### src/hdl/lcr_pkg.sv
// Shared constants, register indexes, types and helpers of the load cell serial reader.
package lcr_pkg;

  localparam int DATA_BITS_DEF  = 24;
  localparam int TICK_WIDTH_DEF = 16;

  localparam int CFG_INDEX_W = 3;
  localparam int CFG_DATA_W  = 32;

  localparam logic [CFG_INDEX_W-1:0] CFG_GAIN_PULSES   = 3'd0;
  localparam logic [CFG_INDEX_W-1:0] CFG_HALF_PERIOD   = 3'd1;
  localparam logic [CFG_INDEX_W-1:0] CFG_AVERAGE_COUNT = 3'd2;
  localparam logic [CFG_INDEX_W-1:0] CFG_TARE_OFFSET   = 3'd3;
  localparam logic [CFG_INDEX_W-1:0] CFG_SCALE_RECIP   = 3'd4;

  localparam int GAIN_W    = 2;
  localparam int HALF_W    = 16;
  localparam int COUNT_W   = 8;
  localparam int RESULT_W  = 24;
  localparam int RECIP_W   = 32;
  localparam int SUM_W     = 32;
  localparam int UNITS_W   = 40;
  localparam int PRODUCT_W = RESULT_W + RECIP_W;
  localparam int FRAC_W    = 16;

  localparam logic [GAIN_W-1:0]   GAIN_RST  = 2'd1;
  localparam logic [HALF_W-1:0]   HALF_RST  = 16'd20;
  localparam logic [COUNT_W-1:0]  COUNT_RST = 8'd1;
  localparam logic [RESULT_W-1:0] TARE_RST  = 24'd0;
  localparam logic [RECIP_W-1:0]  RECIP_RST = 32'h0001_0000;

  typedef struct packed {
    logic [GAIN_W-1:0]   gain_pulses;
    logic [HALF_W-1:0]   half_period_ticks;
    logic [COUNT_W-1:0]  average_count;
    logic [RESULT_W-1:0] tare_offset;
    logic [RECIP_W-1:0]  scale_reciprocal;
  } lcr_cfg_t;

  typedef struct packed {
    logic shift_clr;
    logic shift_en;
    logic shift_bit;
    logic sum_clr;
    logic sum_add;
    logic div_start;
    logic div_step;
    logic net_load;
    logic mul_load;
    logic out_tick;
    logic out_result;
    logic sck;
    logic busy;
  } lcr_cmd_t;

  typedef struct packed {
    logic div_last;
  } lcr_stat_t;

  // A count of zero is handled as one.
  function automatic logic [COUNT_W-1:0] eff_count(input logic [COUNT_W-1:0] c);
    return (c == '0) ? COUNT_W'(1) : c;
  endfunction

endpackage

### src/hdl/lcr_if.sv
// Channel interfaces of the load cell serial reader: tick samples in, tick results out.
interface lcr_tick_if;
  logic valid;
  logic ready;
  logic dout_level;
  logic start_measure;
  logic power_down;

  modport source (output valid, output dout_level, output start_measure,
                  output power_down, input ready);
  modport sink (input valid, input dout_level, input start_measure,
                input power_down, output ready);
endinterface

interface lcr_result_if;
  logic                          valid;
  logic                          ready;
  logic                          sck_level;
  logic                          busy_res;
  logic                          result_valid;
  logic [lcr_pkg::RESULT_W-1:0]  raw_average;
  logic [lcr_pkg::RESULT_W-1:0]  net_value;
  logic [lcr_pkg::UNITS_W-1:0]   scaled_units;

  modport source (output valid, output sck_level, output busy_res, output result_valid,
                  output raw_average, output net_value, output scaled_units, input ready);
  modport sink (input valid, input sck_level, input busy_res, input result_valid,
                input raw_average, input net_value, input scaled_units, output ready);
endinterface

### src/hdl/lcr_datapath.sv
// Datapath of the load cell serial reader: shift register, sum, divider, tare and scale.
module lcr_datapath #(
  parameter int DATA_BITS = lcr_pkg::DATA_BITS_DEF
) (
  input  logic                         clk,
  input  lcr_pkg::lcr_cmd_t            cmd,
  input  lcr_pkg::lcr_cfg_t            cfg,
  output lcr_pkg::lcr_stat_t           stat,
  output logic                         sck_level,
  output logic                         busy_res,
  output logic                         result_valid,
  output logic [lcr_pkg::RESULT_W-1:0] raw_average,
  output logic [lcr_pkg::RESULT_W-1:0] net_value,
  output logic [lcr_pkg::UNITS_W-1:0]  scaled_units
);

  localparam int DIV_CW = $clog2(lcr_pkg::SUM_W);

  logic [DATA_BITS-1:0]           shift_reg;
  logic [lcr_pkg::SUM_W-1:0]      sum;
  logic [lcr_pkg::COUNT_W-1:0]    rem;
  logic [DIV_CW-1:0]              div_cnt;
  logic [lcr_pkg::RESULT_W-1:0]   net;
  logic [lcr_pkg::PRODUCT_W-1:0]  product;

  logic [lcr_pkg::COUNT_W-1:0]    divisor;
  logic [lcr_pkg::COUNT_W:0]      partial;
  logic                           fits;
  logic [lcr_pkg::COUNT_W:0]      diff;
  logic [lcr_pkg::SUM_W-1:0]      reading;
  logic [lcr_pkg::RESULT_W-1:0]   raw;

  // Restoring division of the sum by the reading count, one quotient bit a cycle.
  always_comb begin
    divisor = lcr_pkg::eff_count(cfg.average_count);
    partial = {rem, sum[lcr_pkg::SUM_W-1]};
    fits    = partial >= {1'b0, divisor};
    diff    = partial - {1'b0, divisor};
    reading = lcr_pkg::SUM_W'(shift_reg ^ (DATA_BITS'(1) << (DATA_BITS - 1)));
    raw     = sum[lcr_pkg::RESULT_W-1:0];
    stat.div_last = (div_cnt == DIV_CW'(lcr_pkg::SUM_W - 1));
  end

  always_ff @(posedge clk) begin
    if (cmd.shift_clr) begin
      shift_reg <= '0;
    end else if (cmd.shift_en) begin
      shift_reg <= {shift_reg[DATA_BITS-2:0], cmd.shift_bit};
    end

    if (cmd.sum_clr) begin
      sum <= '0;
    end else if (cmd.sum_add) begin
      sum <= sum + reading;
    end else if (cmd.div_step) begin
      sum <= {sum[lcr_pkg::SUM_W-2:0], fits};
    end

    if (cmd.div_start) begin
      rem     <= '0;
      div_cnt <= '0;
    end else if (cmd.div_step) begin
      rem     <= fits ? diff[lcr_pkg::COUNT_W-1:0] : partial[lcr_pkg::COUNT_W-1:0];
      div_cnt <= div_cnt + DIV_CW'(1);
    end

    if (cmd.net_load) begin
      net <= (raw > cfg.tare_offset) ? raw - cfg.tare_offset : '0;
    end

    if (cmd.mul_load) begin
      product <= lcr_pkg::PRODUCT_W'(net) * lcr_pkg::PRODUCT_W'(cfg.scale_reciprocal);
    end

    if (cmd.out_result) begin
      sck_level    <= 1'b0;
      busy_res     <= 1'b0;
      result_valid <= 1'b1;
      raw_average  <= raw;
      net_value    <= net;
      scaled_units <= product[lcr_pkg::FRAC_W +: lcr_pkg::UNITS_W];
    end else if (cmd.out_tick) begin
      sck_level    <= cmd.sck;
      busy_res     <= cmd.busy;
      result_valid <= 1'b0;
      raw_average  <= '0;
      net_value    <= '0;
      scaled_units <= '0;
    end
  end

endmodule

### src/hdl/lcr_ctrl.sv
// Controller of the load cell serial reader: clock phases, pulse and reading counts.
module lcr_ctrl #(
  parameter int DATA_BITS          = lcr_pkg::DATA_BITS_DEF,
  parameter int TICK_COUNTER_WIDTH = lcr_pkg::TICK_WIDTH_DEF
) (
  input  logic               clk,
  input  logic               rst,
  input  logic               in_valid,
  output logic               in_ready,
  input  logic               dout_level,
  input  logic               start_measure,
  input  logic               power_down,
  input  logic               out_ready,
  output logic               out_valid,
  input  lcr_pkg::lcr_cfg_t  cfg,
  input  lcr_pkg::lcr_stat_t stat,
  output lcr_pkg::lcr_cmd_t  cmd
);

  localparam int TCW = TICK_COUNTER_WIDTH;
  localparam int PCW = $clog2(DATA_BITS + 4);
  localparam int HW  = (TCW + 1 > lcr_pkg::HALF_W + 1) ? TCW + 1 : lcr_pkg::HALF_W + 1;

  typedef enum logic [2:0] {
    S_IDLE, S_WAIT, S_HIGH, S_LOW, S_DIV, S_NET, S_MUL, S_PUSH
  } state_t;

  state_t                      state, state_next;
  logic [TCW-1:0]              tick_cnt, tick_cnt_next;
  logic [PCW-1:0]              pulse_cnt, pulse_cnt_next;
  logic [lcr_pkg::COUNT_W-1:0] readings, readings_next;
  logic                        out_valid_next;

  logic                        accept;
  logic                        out_ok;
  logic                        tick_state;
  logic [HW-1:0]               half_eff;
  logic [HW-1:0]               half_lim;
  logic [HW-1:0]               tick_inc;
  logic                        phase_end;
  logic [PCW-1:0]              pulse_inc;
  logic [PCW-1:0]              pulse_target;
  logic                        last_pulse;
  logic [lcr_pkg::COUNT_W-1:0] readings_inc;
  logic                        last_reading;

  always_comb begin
    out_ok     = !out_valid || out_ready;
    tick_state = (state == S_IDLE) || (state == S_WAIT) || (state == S_HIGH) ||
                 (state == S_LOW);
    in_ready   = tick_state && out_ok;
    accept     = in_valid && in_ready;

    // Half period: zero counts as one, and it never exceeds what the counter can reach.
    half_lim  = HW'(1) << TCW;
    half_eff  = (cfg.half_period_ticks == '0) ? HW'(1) : HW'(cfg.half_period_ticks);
    if (half_eff > half_lim) begin
      half_eff = half_lim;
    end
    tick_inc  = HW'(tick_cnt) + HW'(1);
    phase_end = tick_inc >= half_eff;

    pulse_inc    = pulse_cnt + PCW'(1);
    pulse_target = PCW'(DATA_BITS) +
                   ((cfg.gain_pulses == '0) ? PCW'(1) : PCW'(cfg.gain_pulses));
    last_pulse   = pulse_inc >= pulse_target;
    readings_inc = readings + lcr_pkg::COUNT_W'(1);
    last_reading = readings_inc >= lcr_pkg::eff_count(cfg.average_count);
  end

  always_comb begin
    state_next     = state;
    tick_cnt_next  = tick_cnt;
    pulse_cnt_next = pulse_cnt;
    readings_next  = readings;
    out_valid_next = out_valid && !out_ready;
    cmd            = '0;
    cmd.shift_bit  = dout_level;

    if (accept) begin
      cmd.sck        = (state == S_HIGH) || power_down;
      cmd.out_tick   = 1'b1;
      out_valid_next = 1'b1;
      if (power_down) begin
        state_next     = S_IDLE;
        tick_cnt_next  = '0;
        pulse_cnt_next = '0;
        readings_next  = '0;
        cmd.shift_clr  = 1'b1;
        cmd.sum_clr    = 1'b1;
      end else begin
        unique case (state)
          S_IDLE: begin
            if (start_measure) begin
              state_next     = S_WAIT;
              tick_cnt_next  = '0;
              pulse_cnt_next = '0;
              readings_next  = '0;
              cmd.shift_clr  = 1'b1;
              cmd.sum_clr    = 1'b1;
            end
          end
          S_WAIT: begin
            if (!dout_level) begin
              state_next     = S_HIGH;
              tick_cnt_next  = '0;
              pulse_cnt_next = '0;
              cmd.shift_clr  = 1'b1;
            end
          end
          S_HIGH: begin
            if (phase_end) begin
              state_next    = S_LOW;
              tick_cnt_next = '0;
            end else begin
              tick_cnt_next = tick_inc[TCW-1:0];
            end
          end
          S_LOW: begin
            if (phase_end) begin
              tick_cnt_next = '0;
              cmd.shift_en  = pulse_cnt < PCW'(DATA_BITS);
              if (last_pulse) begin
                pulse_cnt_next = '0;
                cmd.sum_add    = 1'b1;
                if (last_reading) begin
                  // The result of this transaction waits for the divide and scale.
                  state_next     = S_DIV;
                  readings_next  = '0;
                  cmd.div_start  = 1'b1;
                  cmd.out_tick   = 1'b0;
                  out_valid_next = out_valid && !out_ready;
                end else begin
                  state_next    = S_WAIT;
                  readings_next = readings_inc;
                end
              end else begin
                state_next     = S_HIGH;
                pulse_cnt_next = pulse_inc;
              end
            end else begin
              tick_cnt_next = tick_inc[TCW-1:0];
            end
          end
          default: begin
          end
        endcase
      end
      cmd.busy = (state_next != S_IDLE);
    end else begin
      unique case (state)
        S_DIV: begin
          cmd.div_step = 1'b1;
          if (stat.div_last) begin
            state_next = S_NET;
          end
        end
        S_NET: begin
          cmd.net_load = 1'b1;
          state_next   = S_MUL;
        end
        S_MUL: begin
          cmd.mul_load = 1'b1;
          state_next   = S_PUSH;
        end
        S_PUSH: begin
          if (out_ok) begin
            cmd.out_result = 1'b1;
            cmd.sum_clr    = 1'b1;
            cmd.shift_clr  = 1'b1;
            out_valid_next = 1'b1;
            state_next     = S_IDLE;
          end
        end
        default: begin
        end
      endcase
    end
  end

  always_ff @(posedge clk) begin
    if (rst) begin
      state     <= S_IDLE;
      tick_cnt  <= '0;
      pulse_cnt <= '0;
      readings  <= '0;
      out_valid <= 1'b0;
    end else begin
      state     <= state_next;
      tick_cnt  <= tick_cnt_next;
      pulse_cnt <= pulse_cnt_next;
      readings  <= readings_next;
      out_valid <= out_valid_next;
    end
  end

  a_pulse_bound: assert property (@(posedge clk) disable iff (rst)
    pulse_cnt <= PCW'(DATA_BITS + 2))
    else $error("pulse count ran past the data and gain pulses");

  a_div_holds: assert property (@(posedge clk) disable iff (rst)
    (state == S_DIV) && !stat.div_last |=> (state == S_DIV))
    else $error("divider left before its last step");

  a_push_done: assert property (@(posedge clk) disable iff (rst)
    (state == S_PUSH) && out_ok |=> out_valid && (state == S_IDLE))
    else $error("finished measurement was not presented");

endmodule

### src/hdl/load_cell_adc_serial_reader.sv
// Top level of the load cell serial reader: configuration registers, controller, datapath.
//
// This block reads a 24-bit bridge converter over its two-wire serial link. Each sample
// transaction is one tick: it carries the sampled data pin, a start request and a
// power-down request, and produces exactly one result transaction with the serial clock
// level for that tick, a busy flag, and, on the tick that completes a measurement, the
// truncated mean of the readings, the mean minus the tare offset (floored at zero) and the
// net value times the Q16.16 scale reciprocal, shifted right by 16. On every other tick the
// three measurement fields are zero. A steady stream of ticks is taken at one per cycle
// while results are drained as fast. The tick that completes a measurement holds off new
// ticks until its result has been presented: the mean comes from a restoring divider that
// produces one quotient bit per cycle over the 32-bit sum, followed by the tare subtraction,
// the 24 by 32 bit multiply and the presentation of the result once the output is free.
// Configuration writes go straight to the registers and must only happen while no
// measurement is in progress.
module load_cell_adc_serial_reader #(
  parameter int DATA_BITS          = lcr_pkg::DATA_BITS_DEF,
  parameter int TICK_COUNTER_WIDTH = lcr_pkg::TICK_WIDTH_DEF
) (
  input  logic                            clk,
  input  logic                            rst,
  lcr_tick_if.sink                        sample,
  lcr_result_if.source                    result,
  input  logic                            cfg_write,
  input  logic [lcr_pkg::CFG_INDEX_W-1:0] cfg_index,
  input  logic [lcr_pkg::CFG_DATA_W-1:0]  cfg_data
);

  lcr_pkg::lcr_cfg_t  cfg;
  lcr_pkg::lcr_cmd_t  cmd;
  lcr_pkg::lcr_stat_t stat;

  // Configuration registers. Each write keeps only as many low bits as the register has;
  // writes to indexes past the last register are dropped.
  always_ff @(posedge clk) begin
    if (rst) begin
      cfg.gain_pulses       <= lcr_pkg::GAIN_RST;
      cfg.half_period_ticks <= lcr_pkg::HALF_RST;
      cfg.average_count     <= lcr_pkg::COUNT_RST;
      cfg.tare_offset       <= lcr_pkg::TARE_RST;
      cfg.scale_reciprocal  <= lcr_pkg::RECIP_RST;
    end else if (cfg_write) begin
      unique case (cfg_index)
        lcr_pkg::CFG_GAIN_PULSES:   cfg.gain_pulses <= cfg_data[lcr_pkg::GAIN_W-1:0];
        lcr_pkg::CFG_HALF_PERIOD:   cfg.half_period_ticks <= cfg_data[lcr_pkg::HALF_W-1:0];
        lcr_pkg::CFG_AVERAGE_COUNT: cfg.average_count <= cfg_data[lcr_pkg::COUNT_W-1:0];
        lcr_pkg::CFG_TARE_OFFSET:   cfg.tare_offset <= cfg_data[lcr_pkg::RESULT_W-1:0];
        lcr_pkg::CFG_SCALE_RECIP:   cfg.scale_reciprocal <= cfg_data[lcr_pkg::RECIP_W-1:0];
        default: begin
        end
      endcase
    end
  end

  // The controller sequences the clock phases, counts pulses and readings, owns the
  // handshakes, and steps the datapath through the divide, tare and scale at the end.
  lcr_ctrl #(
    .DATA_BITS          (DATA_BITS),
    .TICK_COUNTER_WIDTH (TICK_COUNTER_WIDTH)
  ) u_ctrl (
    .clk           (clk),
    .rst           (rst),
    .in_valid      (sample.valid),
    .in_ready      (sample.ready),
    .dout_level    (sample.dout_level),
    .start_measure (sample.start_measure),
    .power_down    (sample.power_down),
    .out_ready     (result.ready),
    .out_valid     (result.valid),
    .cfg           (cfg),
    .stat          (stat),
    .cmd           (cmd)
  );

  // The datapath holds the shifted-in bits, the running sum, the divider and the output
  // register whose fields form the result transaction.
  lcr_datapath #(
    .DATA_BITS (DATA_BITS)
  ) u_datapath (
    .clk          (clk),
    .cmd          (cmd),
    .cfg          (cfg),
    .stat         (stat),
    .sck_level    (result.sck_level),
    .busy_res     (result.busy_res),
    .result_valid (result.result_valid),
    .raw_average  (result.raw_average),
    .net_value    (result.net_value),
    .scaled_units (result.scaled_units)
  );

  // Ticks that do not finish a measurement carry zero measurement fields.
  a_idle_fields_zero: assert property (@(posedge clk) disable iff (rst)
    result.valid && !result.result_valid |->
      (result.raw_average == '0) && (result.net_value == '0) && (result.scaled_units == '0))
    else $error("measurement fields not zero on an ordinary tick");

endmodule

### src/flat_wrapper.sv
// flat-port wrapper written by rule: the top's interface ports become plain ports
module load_cell_adc_serial_reader_flat 
#(
  parameter int DATA_BITS          = lcr_pkg::DATA_BITS_DEF,
  parameter int TICK_COUNTER_WIDTH = lcr_pkg::TICK_WIDTH_DEF
)
  (clk, rst, cfg_write, cfg_index, cfg_data, sample_valid, sample_dout_level, sample_start_measure, sample_power_down, sample_ready, result_valid, result_sck_level, result_busy_res, result_result_valid, result_raw_average, result_net_value, result_scaled_units, result_ready);
  lcr_tick_if sample_i ();
  lcr_result_if result_i ();
  input  logic clk;
  input  logic rst;
  input  logic cfg_write;
  input  logic [lcr_pkg::CFG_INDEX_W-1:0] cfg_index;
  input  logic [lcr_pkg::CFG_DATA_W-1:0] cfg_data;
  input wire logic [$bits(sample_i.valid)-1:0] sample_valid;
  input wire logic [$bits(sample_i.dout_level)-1:0] sample_dout_level;
  input wire logic [$bits(sample_i.start_measure)-1:0] sample_start_measure;
  input wire logic [$bits(sample_i.power_down)-1:0] sample_power_down;
  output wire logic [$bits(sample_i.ready)-1:0] sample_ready;
  output wire logic [$bits(result_i.valid)-1:0] result_valid;
  output wire logic [$bits(result_i.sck_level)-1:0] result_sck_level;
  output wire logic [$bits(result_i.busy_res)-1:0] result_busy_res;
  output wire logic [$bits(result_i.result_valid)-1:0] result_result_valid;
  output wire logic [$bits(result_i.raw_average)-1:0] result_raw_average;
  output wire logic [$bits(result_i.net_value)-1:0] result_net_value;
  output wire logic [$bits(result_i.scaled_units)-1:0] result_scaled_units;
  input wire logic [$bits(result_i.ready)-1:0] result_ready;
  assign sample_i.valid = sample_valid;
  assign sample_i.dout_level = sample_dout_level;
  assign sample_i.start_measure = sample_start_measure;
  assign sample_i.power_down = sample_power_down;
  assign sample_ready = sample_i.ready;
  assign result_valid = result_i.valid;
  assign result_sck_level = result_i.sck_level;
  assign result_busy_res = result_i.busy_res;
  assign result_result_valid = result_i.result_valid;
  assign result_raw_average = result_i.raw_average;
  assign result_net_value = result_i.net_value;
  assign result_scaled_units = result_i.scaled_units;
  assign result_i.ready = result_ready;
  load_cell_adc_serial_reader #(.DATA_BITS(DATA_BITS), .TICK_COUNTER_WIDTH(TICK_COUNTER_WIDTH)) u_core (.clk(clk), .rst(rst), .sample(sample_i), .result(result_i), .cfg_write(cfg_write), .cfg_index(cfg_index), .cfg_data(cfg_data));
endmodule
### config.mk
export PLATFORM = sky130hd
export DESIGN_NAME = load_cell_adc_serial_reader_flat
export DESIGN_NICKNAME = d
export VERILOG_FILES = /design/src/hdl/lcr_pkg.sv /design/src/hdl/lcr_if.sv /design/src/hdl/lcr_datapath.sv /design/src/hdl/lcr_ctrl.sv /design/src/hdl/load_cell_adc_serial_reader.sv /design/src/flat_wrapper.sv
export SDC_FILE = /design/constraint.sdc
export NUM_CORES = 2
export LEC_CHECK = 0
export ABC_AREA = 1
export BUFFER_PORTS_ARGS = -buffer_cell sky130_fd_sc_hd__buf_2
export CORE_MARGIN = 4
export CORE_UTILIZATION = 45
export CTS_CLUSTER_DIAMETER = 100
export CTS_CLUSTER_SIZE = 40
export DETAILED_ROUTE_END_ITERATION = 10
export PLACE_DENSITY_LB_ADDON = 0.3
export SYNTH_ARGS = -nofsm -noshare
export SYNTH_HDL_FRONTEND = slang
export SYNTH_HIERARCHICAL = 1
export SYNTH_SLANG_ARGS = --single-unit
### constraint.sdc
create_clock -name clk -period 11.2 [get_ports clk]
set_clock_uncertainty 0.05 [all_clocks]
set_input_delay 1.12 -clock clk [delete_from_list [all_inputs] [get_ports clk]]
set_output_delay 1.12 -clock clk [all_outputs]
set_load 0.005 [all_outputs]
==> qor.csv <==
stage,metric,value,unit
outcome,outcome,completed,
critical_path,endpoint_kind,flop,
layout,stdcell_area,47400,um2
routing,first_iter_violations,2499,
timing,fin_crit,7.09,ns
floorplanning,ioPinCount,136,
critical_path,arrival,7.39,ns
synth,yosysWarnings,6,
critical_path,worstPathMaxFanout,18,
power_and_ir_drop,leakagePower,26.6,nW
layout,final_cell_mix,"nand2_1, inv_1, fa_1",
routing,drc,0,
clock_tree,clock_sinks,339,
layout,largestRegisters,"u_core/cfg: 82 flops, u_core/u_datapath/product: 40 flops, u_core/u_datapath/scaled_units: 40 flops",
layout,mostFrequentLayoutCell,nand2_1,
power_and_ir_drop,power.total,5.99,mW
global_routing,first_global_vias,38100,
timing,max_freq,0.141,GHz
clock_tree,clockRootBuffer,clkbuf_16,
placed_design,place.port_buffers,135,
timing,relSlewSlack,33.1,%
global_routing,antenna_found_initial,1,
power_and_ir_drop,sequentialPowerShare,27.1,%
synth,synth-edff-count,152,
floorplanning,row_count,115,
routing,wirelength,127000,um
clock_tree,cts_hold_buf,0,
synth,ys_ff_latch,339,
floorplanning,die_area,104000,um2
routing,ant_nets,0,
layout,synthToLayoutAreaGrowth,6.61,%
critical_path,crit_slowest_cell,edfxtp_1,
synth,syn-instance-count,6031,
layout,top_register,u_core/cfg,
timing,period_share,63.3,%
critical_path,crit_family,adder cells,
power_and_ir_drop,combPwrFrac,54.7,%
critical_path,crit_chain,buf_4 -> nand2_1 -> fa_1 -> fa_1 -> inv_1 -> fa_1 -> fa_1 -> fa_1 -> fa_1 -> inv_1 -> fa_1 -> inv_1 -> ha_1 -> a21oi_1 -> o21ai_0 -> a21oi_1 -> o21ai_0 -> a21oi_1 -> nand2_1 -> nand2_1 -> nand2_1,
timing,rsz0062_at_grt,false,
power_and_ir_drop,ir_drop,170,uV
power_and_ir_drop,internal_power,3.10,mW
clock_tree,cts_buffers,24,
power_and_ir_drop,switchingPower,2.89,mW
clock_tree,cts-resized-gates,0,
clock_tree,cts_max_level,1,
synth,syn_area,44500,um2
synth,synth_area_per_cell,7.38,um2
timing,tightest_slew,1.00,ns
synth,ys_seq_area_share,18.7,%
clock_tree,clockBufferDepth,3,
timing,setup_tns,0,ns
global_routing,grt-ovfl-total,0,
floorplanning,die_w,322,um
layout,largest_reg_flops,82,
clock_tree,insertion_delay,0.65,ns
routing,via_per_inst,5.01,
synth,synth_nets,6999,
critical_path,cpMostUsedCell,fa_1,
placed_design,placed_area,46400,um2
critical_path,rrSetupSlack,4.11,ns
power_and_ir_drop,swShare,48.3,%
layout,final_cell_count_no_fill,7340,
critical_path,crit_type,flop to flop,
timing,final-setup-viol-count,0,
routing,drtPass1Iterations,6,
floorplanning,die_h,322,um
run,cap_violations,0,
synth,ys.flop_type,dfxtp_1,
layout,drive_above_1_share,5.42,%
routing,dr_total_vias,36700,
placed_design,dpl.cell_count,7294,
global_routing,grt_usage,24.8,%
clock_tree,cts.clk_slew.worst_paths,0.11,ns
clock_tree,cts_tree,built,
timing,hold_violations,0,
routing,routedWlPerCell,17.3,um
critical_path,crit_path_start_kind,flop,
placed_design,finalWeightedCongestion,0.973,
min_path,hp-class,flop to flop,
synth,synth_cell_types,52,
clock_tree,post_cts_buffers,0,
global_routing,grt_pass1_wl,204000,um
critical_path,crit_buf_inv,4,
synth,synthArstFlopShare,0,%
global_routing,grt_start_max_net_pins,62,
placed_design,dp.final_hpwl,102000,um
power_and_ir_drop,p_per_area,126,nW/um2
layout,layout.nets,7001,
power_and_ir_drop,power_frac_clock,18.2,%
critical_path,critPathMaxStageDelay,0.91,ns
floorplanning,start_util,45.3,%
floorplanning,fp.coreArea,98300,um2
critical_path,required,11.50,ns
timing,drv_slew,0,
==> final timing paths <==
check | startpoint | to | cells past startpoint
max | u_core/u_datapath/net[23]$_SDFFCE_PP0P_ | u_core/u_datapath/product[50]$_DFFE_PP_ | 21
min reg2reg | u_core/u_datapath/result_valid$_SDFFE_PP1P_ | u_core/u_datapath/result_valid$_SDFFE_PP1P_ | 2
min | u_core/u_datapath/result_valid$_SDFFE_PP1P_ | u_core/u_datapath/result_valid$_SDFFE_PP1P_ | 2
max reg2reg | u_core/u_datapath/net[23]$_SDFFCE_PP0P_ | u_core/u_datapath/product[50]$_DFFE_PP_ | 21
==> routing by layer <==
| layer | wire length [um] | global-route usage, % | part of all wire, % |
|---|---|---|---|
| met5 | 0 | 0 | 0 |
| met4 | 4840 | 8.53 | 3.8 |
| met3 | 6430 | 2.83 | 5.1 |
| met2 | 64100 | 45.3 | 50 |
| met1 | 51600 | 30.5 | 41 |
==> power groups by stage <==
| stage | clock [mW] | combinational (mW) | sequential, mW |
|---|---|---|---|
| 2_1_floorplan | 0 | 2.25 | 1.63 |
| 3_3_place_gp | 0 | 3.27 | 1.65 |
| 3_5_place_dp | 0 | 3.28 | 1.65 |
| 4_1_cts | 1.12 | 3.30 | 1.63 |
| 5_1_grt | 1.17 | 3.68 | 1.64 |
| 6_report | 1.09 | 3.28 | 1.63 |
==> cells in the mapped netlist, types with 10 or more instances <==
library cell	instances	area share (%)
fa_1	660	30
edfxtp_1	152	10
nor2_1	412	3.5
o21ai_0	100	1.1
buf_1	10	0.084
a21oi_1	227	2.6
nand4_1	25	0.35
nand3_1	207	2.3
xnor2_1	20	0.39
a21o_1	13	0.22
nand2_2	13	0.18
nor4_1	11	0.15
xor2_1	45	0.89
ha_1	265	7.5
a21oi_2	12	0.24
nand2_1	1672	14
inv_1	1626	14
buf_2	12	0.14
nor3_1	33	0.37
o21bai_1	15	0.25
nand3b_1	15	0.25
clkbuf_1	197	1.7
dfxtp_1	187	8.4
==> cell families after synthesis <==
kind of cell               after synthesis  share of synthesized area [%]
xor gates and xnor gates                65                           1.28
buffers and inverters                 1867                           15.9
DFF                                    339                           18.7
AOI/OAI and AO/OA                      418                           5.26
adders and majority gates              925                           37.2
and+or+nand+nor                       2417                           21.7
==> through the flow <==
stage	hold WS [ns]	setup WS, ns	util, %
global route	0.437	3.87	48.3
floorplan	0.384	5.11	-
finish	0.404	4.11	48.3
CTS	0.406	4.15	48.3
detailed placement	0.383	4.22	47.2
global placement	0.378	4.21	47.2
==> area by class of cell <==
type                       count  area [um2]
tap                         1287        1610
multi-input combinational   3825       29100
antenna                        2        5.00
inverter                    1637        6150
sequential                   339        8310
clock inverter                20         403
timing repair buffer         206        1210
fill                        9773       50800
clock buffer                  24         601
==> tightest hold or removal path, delay by kind of cell (launching register included) <==
family / cells / cell delay [ns]
flip-flops: 1 / 0.33
AND/OR/NAND/NOR: 2 / 0.10
Note: power is estimated with default switching activity, not from simulation.
